===== src/hdl/afk_pkg.sv =====
`timescale 1ns / 1ps
// ============================================================================
// afk_pkg: shared definitions for the arm forward kinematics pipeline
// Widths, fixed point constants, joint limits and rounding helpers.
// ============================================================================
package afk_pkg;

  localparam int DATA_WIDTH      = 24;
  localparam int TRIG_ITERATIONS = 16;

  // internal widths
  localparam int VW  = DATA_WIDTH + 8;                          // angle in Q.24
  localparam int KW  = (DATA_WIDTH > 20) ? DATA_WIDTH - 17 : 4; // turn count
  localparam int RWD = ((VW > 28) ? VW : 28) + 2;               // reduction work
  localparam int ZW  = 30;                                      // CORDIC angle
  localparam int TW  = 28;                                      // CORDIC x/y
  localparam int MW  = 32;                                      // Q.24 products
  localparam int LW  = 56;                                      // link sums
  localparam int PXW = (DATA_WIDTH > 30) ? DATA_WIDTH + 2 : 32; // position work

  // angle reduction, CORDIC stages, sign stage
  localparam int TRIG_LAT = TRIG_ITERATIONS + 5;

  localparam logic signed [ZW-1:0] Q24_PI      = 30'sd52707179;
  localparam logic signed [ZW-1:0] Q24_HALF_PI = 30'sd26353589;
  localparam logic signed [ZW-1:0] Q24_TWO_PI  = 30'sd105414357;
  localparam logic signed [TW-1:0] TWO_PI_K    = 28'sd105414357;
  localparam logic signed [TW-1:0] CORDIC_GAIN = 28'sd10188012;

  // floor(2^40 / two_pi) for the turn estimate
  localparam logic signed [15:0] RECIP    = 16'sd10430;
  localparam int                 RECIP_SH = 40;

  localparam logic signed [ZW-1:0] ATAN_TAB [24] = '{
    30'sd13176795, 30'sd7778716, 30'sd4110060, 30'sd2086331, 30'sd1047214,
    30'sd524117, 30'sd262123, 30'sd131069, 30'sd65536, 30'sd32768, 30'sd16384,
    30'sd8192, 30'sd4096, 30'sd2048, 30'sd1024, 30'sd512, 30'sd256, 30'sd128,
    30'sd64, 30'sd32, 30'sd16, 30'sd8, 30'sd4, 30'sd2
  };

  localparam logic signed [31:0] LOW_LIM [8] = '{
    -32'sd8192, -32'sd194449, -32'sd148696, -32'sd28595,
    -32'sd102944, -32'sd655360, -32'sd188744, 32'sd3473
  };
  localparam logic signed [31:0] HIGH_LIM [8] = '{
    32'sd79299, 32'sd194449, -32'sd57191, 32'sd45753,
    32'sd105231, 32'sd655360, 32'sd192020, 32'sd5964
  };

  localparam logic [1:0] REG_LINK_A2 = 2'd0;
  localparam logic [1:0] REG_LINK_A3 = 2'd1;
  localparam logic [1:0] REG_LINK_D5 = 2'd2;
  localparam logic [1:0] REG_GRIP_EN = 2'd3;

  localparam logic [4:0] ST_OK     = 5'd0;
  localparam logic [1:0] ROW_FIRST = 2'd0;
  localparam logic [1:0] ROW_LAST  = 2'd2;

  localparam logic signed [MW-1:0] ENTRY_MAX = 32'sd65536;

  // Q.24 multiply, round half up
  function automatic logic signed [MW-1:0] mq(input logic signed [MW-1:0] a,
                                              input logic signed [MW-1:0] b);
    logic signed [2*MW-1:0] p;
    p = a * b;
    p = p + 64'sd8388608;
    return MW'(p >>> 24);
  endfunction

  function automatic logic signed [MW-1:0] rnd24(input logic signed [LW-1:0] s);
    logic signed [LW-1:0] t;
    t = s + LW'(64'sd8388608);
    return MW'(t >>> 24);
  endfunction

  function automatic logic signed [LW-1:0] lmul(input logic [19:0] len,
                                                input logic signed [MW-1:0] c);
    logic signed [LW-1:0] l;
    logic signed [LW-1:0] cc;
    l  = LW'($signed({1'b0, len}));
    cc = LW'(c);
    return l * cc;
  endfunction

  // Q.24 to Q.16 rotation entry, clamped to one
  function automatic logic signed [17:0] ent(input logic signed [MW-1:0] v);
    logic signed [MW-1:0] r;
    r = (v + 32'sd128) >>> 8;
    if (r > ENTRY_MAX) r = ENTRY_MAX;
    if (r < -ENTRY_MAX) r = -ENTRY_MAX;
    return 18'(r);
  endfunction

  function automatic logic signed [DATA_WIDTH-1:0] pos(input logic signed [PXW-1:0] v);
    logic signed [PXW-1:0] hi;
    logic signed [PXW-1:0] lo;
    logic signed [PXW-1:0] r;
    hi = $signed({{(PXW-DATA_WIDTH+1){1'b0}}, {(DATA_WIDTH-1){1'b1}}});
    lo = $signed({{(PXW-DATA_WIDTH+1){1'b1}}, {(DATA_WIDTH-1){1'b0}}});
    r  = v;
    if (r > hi) r = hi;
    if (r < lo) r = lo;
    return DATA_WIDTH'(r);
  endfunction

endpackage


===== src/hdl/afk_trig.sv =====
`timescale 1ns / 1ps
// ============================================================================
// afk_trig: pipelined sine and cosine of one joint angle
// Reduces the Q8.16 angle to [-pi/2, pi/2] and runs one CORDIC step a stage.
// ============================================================================
module afk_trig (
  input  logic                                 clk,
  input  logic                                 en,
  input  logic signed [afk_pkg::DATA_WIDTH-1:0] angle,
  output logic signed [afk_pkg::MW-1:0]         sin_val,
  output logic signed [afk_pkg::MW-1:0]         cos_val
);
  import afk_pkg::*;

  logic signed [VW-1:0]    v;
  logic signed [VW+15:0]   kprod;
  logic signed [VW-1:0]    b_v;
  logic signed [KW-1:0]    b_k;
  logic signed [KW+TW-1:0] kmul;
  logic signed [RWD-1:0]   r0;
  logic signed [ZW-1:0]    c_r;
  logic signed [ZW-1:0]    d_r;
  logic signed [ZW-1:0]    d_r_next;
  logic signed [ZW-1:0]    r1;
  logic signed [TW-1:0]    cx [TRIG_ITERATIONS+1];
  logic signed [TW-1:0]    cy [TRIG_ITERATIONS+1];
  logic signed [ZW-1:0]    cz [TRIG_ITERATIONS+1];
  logic                    cneg [TRIG_ITERATIONS+1];

  always_comb begin
    v     = {angle, 8'd0};
    kprod = v * RECIP;
    kmul  = b_k * TWO_PI_K;
    r0    = RWD'(b_v) - RWD'(kmul);
  end

  // estimate whole turns, then subtract them
  always_ff @(posedge clk) begin
    if (en) begin
      b_v <= v;
      b_k <= KW'(kprod >>> RECIP_SH);
      c_r <= ZW'(r0);
      d_r <= d_r_next;
    end
  end

  // the turn estimate is off by at most one
  always_comb begin
    if (c_r < 0) begin
      d_r_next = c_r + Q24_TWO_PI;
    end else if (c_r >= Q24_TWO_PI) begin
      d_r_next = c_r - Q24_TWO_PI;
    end else begin
      d_r_next = c_r;
    end
    r1 = (d_r > Q24_PI) ? d_r - Q24_TWO_PI : d_r;
  end

  // fold into the CORDIC range, flip the sign of the result
  always_ff @(posedge clk) begin
    if (en) begin
      cx[0] <= CORDIC_GAIN;
      cy[0] <= '0;
      if (r1 > Q24_HALF_PI) begin
        cz[0]   <= r1 - Q24_PI;
        cneg[0] <= 1'b1;
      end else if (r1 < -Q24_HALF_PI) begin
        cz[0]   <= r1 + Q24_PI;
        cneg[0] <= 1'b1;
      end else begin
        cz[0]   <= r1;
        cneg[0] <= 1'b0;
      end
    end
  end

  for (genvar i = 0; i < TRIG_ITERATIONS; i++) begin : g_iter
    always_ff @(posedge clk) begin
      if (en) begin
        if (cz[i] >= 0) begin
          cx[i+1] <= cx[i] - (cy[i] >>> i);
          cy[i+1] <= cy[i] + (cx[i] >>> i);
          cz[i+1] <= cz[i] - ATAN_TAB[i];
        end else begin
          cx[i+1] <= cx[i] + (cy[i] >>> i);
          cy[i+1] <= cy[i] - (cx[i] >>> i);
          cz[i+1] <= cz[i] + ATAN_TAB[i];
        end
        cneg[i+1] <= cneg[i];
      end
    end
  end

  always_ff @(posedge clk) begin
    if (en) begin
      sin_val <= MW'(cneg[TRIG_ITERATIONS] ? -cy[TRIG_ITERATIONS] : cy[TRIG_ITERATIONS]);
      cos_val <= MW'(cneg[TRIG_ITERATIONS] ? -cx[TRIG_ITERATIONS] : cx[TRIG_ITERATIONS]);
    end
  end

endmodule


===== config.mk =====
export PLATFORM = sky130hd
export DESIGN_NAME = afk_trig
export DESIGN_NICKNAME = d
export VERILOG_FILES = /design/src/hdl/afk_pkg.sv /design/src/hdl/afk_trig.sv
export SDC_FILE = /design/constraint.sdc
export NUM_CORES = 2
export LEC_CHECK = 0
export BUFFER_PORTS_ARGS = -buffer_cell sky130_fd_sc_hd__buf_2
export CORE_UTILIZATION = 50
export CTS_CLUSTER_SIZE = 10
export DETAILED_ROUTE_END_ITERATION = 7
export GPL_TIMING_DRIVEN = 1
export PLACE_DENSITY = 0.74
export SLEW_MARGIN = 20
export SYNTH_ARGS = -nofsm -noshare
export SYNTH_HDL_FRONTEND = slang
export SYNTH_SLANG_ARGS = --single-unit

===== constraint.sdc =====
create_clock -name clk -period 19.1 [get_ports clk]
set_input_delay 1.91 -clock clk [delete_from_list [all_inputs] [get_ports clk]]
set_output_delay 1.91 -clock clk [all_outputs]
set_load 0.01 [all_outputs]

---- Yosys cells after proc, flatten, opt, wreduce, memory -nomap -nowiden ----
Memory sizes are Yosys's and may differ from the RTL's.
Index checks and enable logic that the tools add are counted.
storage, ports and cells
  register bits ........................... 153
  bits in latches ......................... 0
  bits in writable memories ............... 1479
  memory bits (read-only) ................. 0
  input bits .............................. 26
  output and inout bits ................... 64
  word-level logic and storage cells ...... 354
  memories ................................ 4
operators by class
  $add $sub $neg .......................... 103
  multiply operators ...................... 2
  divide/modulo/power cells ............... 0
  magnitude comparators ................... 21
  equality and inequality tests ........... 0
  shift operators ......................... 0
  mux-type cells .......................... 166
  bitwise logic cells ..................... 52
  reductions and logical operators ........ 0
memories
  memory  depth  bits a word  rd ports  clocked after memory_dff  write ports  line            RTL
  cz      17     30           16        0                         17           afk_trig.sv:27  logic signed [ZW-1:0] cz [TRIG_ITERATIONS+1];
  cx      17     28           17        0                         17           afk_trig.sv:25  logic signed [TW-1:0] cx [TRIG_ITERATIONS+1];
  cy      17     28           17        0                         17           afk_trig.sv:26  logic signed [TW-1:0] cy [TRIG_ITERATIONS+1];
  cneg    17     1            17        0                         17           afk_trig.sv:28  logic cneg [TRIG_ITERATIONS+1];
operator list
  operator                                                             number
  2-to-1 mux 28 bit                                                    32
  2-to-1 mux 30 bit                                                    21
  greater-or-equal comparator 30 x 1 -> 1 bit (second input constant)  16
  2-to-1 mux 1 bit                                                     111
  2-to-1 mux 32 bit                                                    2
  negator 28 -> 32 bit                                                 2
  adder 30 x 18 -> 30 bit (second input constant)                      2
  subtractor 30 x 18 -> 30 bit (second input constant)                 2
  subtractor 30 x 28 -> 30 bit (second input constant)                 2
  adder 28 x 13 -> 28 bit                                              2
  adder 28 x 14 -> 28 bit                                              2
  adder 28 x 15 -> 28 bit                                              2
  adder 28 x 16 -> 28 bit                                              2
  adder 28 x 17 -> 28 bit                                              2
  adder 28 x 18 -> 28 bit                                              2
  adder 28 x 19 -> 28 bit                                              2
  adder 28 x 20 -> 28 bit                                              2
  adder 28 x 21 -> 28 bit                                              2
  adder 28 x 22 -> 28 bit                                              2
  adder 28 x 23 -> 28 bit                                              2
  adder 28 x 24 -> 28 bit                                              2
  adder 28 x 25 -> 28 bit                                              2
  adder 28 x 26 -> 28 bit                                              2
  adder 28 x 27 -> 28 bit                                              2
  other kinds (57)                                                     124

---- Depth between registers and ports, before layout ----
  depth after elaboration ................. 9
  mapped depth ............................ 29
  gate-level depth less buffers ........... 27

---- Worst setup path before layout ----
No wires, ideal clock.
  path type ............................... input to register
  start ................................... input en
  end ..................................... memory cz[1][29] (data pin)
  arrival time ............................ 7.047 ns
  data required time ...................... 18.844 ns
  path slack .............................. 11.797 ns
  stages .................................. 21
  path buffers ............................ 2
  path through ............................ clkbuf_1 -> clkbuf_1 -> nand2_1 -> inv_1 -> ha_1 -> a21o_1 -> a21oi_1 -> o21ai_0 -> a21oi_1 -> o21ai_0 -> a21oi_1 -> o21ai_0 -> o41a_1 -> a41o_1 -> o41ai_1 -> o311a_1 -> a211oi_1 -> a41o_1 -> or4_1 -> a2111o_1 -> o211a_1
RTL lines
  what                line            RTL
  start: declaration  afk_trig.sv:8   input logic en,
  end: declaration    afk_trig.sv:27

==> impl_metrics.json <==
{
  "netlist_area_um2": 112000,
  "grt_pass1_wl_um": 414000,
  "min_path_type": "reg2reg",
  "clkSlewWorstSetupHoldPaths_ps": 50,
  "skew_ps": 54.6,
  "clock_latency_ps": 820,
  "setup_viol": 0,
  "drtIter0Drc": 4762,
  "drt-wirelength-per-cell_um": 17.9,
  "final_nets": 12911,
  "clk_path_buf_depth": 3,
  "drv_cap": 0,
  "fillers": 19074,
  "final-hold-violation-count": 0,
  "worst-slew-pin-transition_ps": 1180,
  "achievable-frequency_mhz": 120,
  "reg2reg_from": "d_r[16]$_DFFE_PP_",
  "track_usage_pct": 22.4,
  "crit_path_end_kind": "flop",
  "required_ps": 19670,
  "die_w_um": 475,
  "drcViolationCount": 0,
  "area_delta_synth_final_pct": 7.86,
  "slew-limit-headroom_pct": 20.7,
  "finalWirelength_um": 256000,
  "die_h_um": 475,
  "rsz0062_at_grt": "no",
  "yosys-top-cells-area": "edfxtp_1 (37%), ha_1 (15%), xnor2_1 (8.9%)",
  "cts_setup_buffers": 0,
  "antenna_found_initial": 2,
  "cts_hold_buf": 0,
  "synth_top_area_share_pct": 36.7,
  "rows": 173,
  "grt_pass1_vias": 82499,
  "syn_area_per_cell_um2": 10.0,
  "io_pins": 90,
  "start_util_pct": 50.4,
  "ff_latch_area_um2": 41100,
  "cp.arrival_ps": 8890,
  "synth_fp_nets": 12777,
  "synthArstFlopShare_pct": 0,
  "synth_top_cell_by_area": "edfxtp_1",
  "postSynthCellCount": 11170,
  "grt_overflow": 0,
  "cts_tree": "built",
  "synth_edf_count": 1370,
  "ys_types": 88,
  "critPathMaxFanout": 83,
  "core_area_um2": 222000,
  "drive_above_1_share_pct": 4.24,
  "multiInputGateArea_um2": 67000,
  "yosysSeqAreaShare_pct": 36.7,
  "die-area_um2": 226000,
  "status": "finished clean",
  "synth-seq-cells": 1370,
  "dpl.hpwl_um": 202000,
  "critPathLaunch": "en",
  "clockRootBuffer": "clkbuf_16",
  "detailroute.via_count": 82373,
  "start_kind": "primary input",
  "yosysWarnings": 0,
  "cts_buffers": 165,
  "gp_congestion": 0.966,
  "period_share_pct": 43.6,
  "grt_max_degree": 130,
  "portBuffers": 89,
  "firstDrtPassIters": 6,
  "finalSetupTns_ps": 0,
  "fin_crit_ps": 8320,
  "final_antenna_net_count": 0,
  "vias_per_cell": 5.74,
  "drv_slew": 0,
  "cts.sinks": 1370,
  "synthFlopType": "edfxtp_1",
  "worstHoldStart": "cz[1][1]$_DFFE_PP_",
  "criticalPathCategory": "in2reg",
  "cts_resized": 0,
  "htree_num_levels": 4
}
stage by stage:
step,setup WS (ps),cells,hold WS (ps),cell area (µm²),util (%)
finish,10780,14352,399,121000,54.3
global route,10230,14352,403,121000,54.3
CTS,10880,14350,397,121000,54.3
detailed placement,9970,14112,405,116000,52.2
global placement,9940,14112,401,116000,52.2
floorplan,11800,11170,400,112000,-
cell families (layout without fill, tap and decap cells):
| family | after synthesis | after routing | synth area share, % |
|---|---|---|---|
| AOI/OAI and AO/OA | 2789 | 2789 | 15.6 |
| xor gates and xnor gates | 1568 | 1568 | 12.3 |
| adders and majority gates | 1582 | 1582 | 19.3 |
| buffers and inverters | 1027 | 1232 | 3.46 |
| DFF | 1370 | 1370 | 36.7 |
| muxes | 96 | 96 | 0.890 |
| other | 0 | 2 | 0 |
| and+or+nand+nor | 2738 | 2738 | 11.8 |
critical path, cell delays in order:
cell and delay (ps):
buf_12 370, buf_4 320, buf_4 490, buf_4 700
nand2_1 100, buf_4 260, inv_1 550, ha_1 370
a21o_1 190, a21oi_1 250, o21ai_0 140, a21oi_1 240
o21ai_0 120, a21oi_1 280, o21ai_0 200, a2111oi_0 590
o31ai_1 240, o41ai_1 570, o21a_1 250, a21oi_1 100
nand2b_1 100, and3_1 190, a21oi_1 90, xnor2_1 120
cells in the mapped netlist (all sizes together) (31+ instances only):
cell and count:
a21o 185, xnor2 1136, a31oi 57, nand2b 163, a211oi 109, o21ai 556, or4 42, o21bai 202
inv 838, buf 31, nand3 201, o211ai 33, ha 1343, a21oi 973, nor2b 108, fa 238
o31ai 144, o41ai 38, nor2 810, and3 106, a21boi 108, clkbuf 154, edfxtp 1370, nand2 577
mux2i 67, or2 59, xor2 432, and2 48, o21a 155, nor4 53, or3 162, nor3 327
placed cells by master, fill, tap and decap left out, types with 25 or more instances in the layout:
| cell type | n |
|---|---|
| a21boi_0 | 107 |
| nor4_1 | 53 |
| inv_1 | 837 |
| fa_1 | 238 |
| o21bai_1 | 202 |
| and2_1 | 45 |
| nand2_1 | 576 |
| ha_1 | 1343 |
| and3_1 | 106 |
| o31ai_1 | 143 |
| o22ai_1 | 28 |
| buf_2 | 88 |
| edfxtp_1 | 1370 |
| buf_4 | 62 |
| or4_1 | 42 |
| o211ai_1 | 33 |
| o21a_1 | 155 |
| nand3_1 | 201 |
| clkbuf_1 | 31 |
| nor2_1 | 810 |
| clkbuf_16 | 165 |
| xnor2_1 | 1136 |
| a31oi_1 | 56 |
| nor3_1 | 326 |
| or3_1 | 162 |
| mux2_2 | 29 |
| a21oi_1 | 973 |
| xor2_1 | 432 |
| a211oi_1 | 109 |
| or2_2 | 59 |
| nor2b_1 | 108 |
| nand2b_1 | 163 |
| o21ai_0 | 552 |
| o31a_1 | 25 |
| a21o_1 | 185 |
| o41ai_1 | 38 |
| mux2i_1 | 67 |
registers in the layout, indices dropped and copies added, names as in the netlist:
register  flops
cneg         17
c_r          30
cz          381
cx          400
sin_val      32
cy          419
b_k           7
d_r          30
b_v          22
cos_val      32
area by class of cell:
cell class	instances	share of cell area [%]
Inverter	842	2.62
Tap cell	2975	3.08
Clock inverter	42	0.486
Clock buffer	196	3.51
Antenna cell	2	0.00414
Sequential cell	1370	34.1
Timing Repair Buffer	152	0.783
Multi-Input combinational cell	8773	55.5
path summary, 6_finish.rpt:
check,endpoint,slack (ps),cells after the start
setup / recovery,cz[2][29]$_DFFE_PP_,10780,24
hold / removal,cz[2][1]$_DFFE_PP_,400,0
hold reg to reg,cz[2][1]$_DFFE_PP_,400,0
setup reg to reg,cz[0][29]$_DFFE_PP_,11380,24
metal layers:
metal / wire [µm] / global-route usage, % / share of wire (%)
met4: 10200 / 8.99 / 4.0
met2: 130000 / 40.9 / 51
met3: 9530 / 2.49 / 3.7
met5: 0 / 0 / 0
met1: 107000 / 26.7 / 42
Power is not shown: default switching activity piles up to over one toggle a cycle in this logic, so the estimate is an artifact.
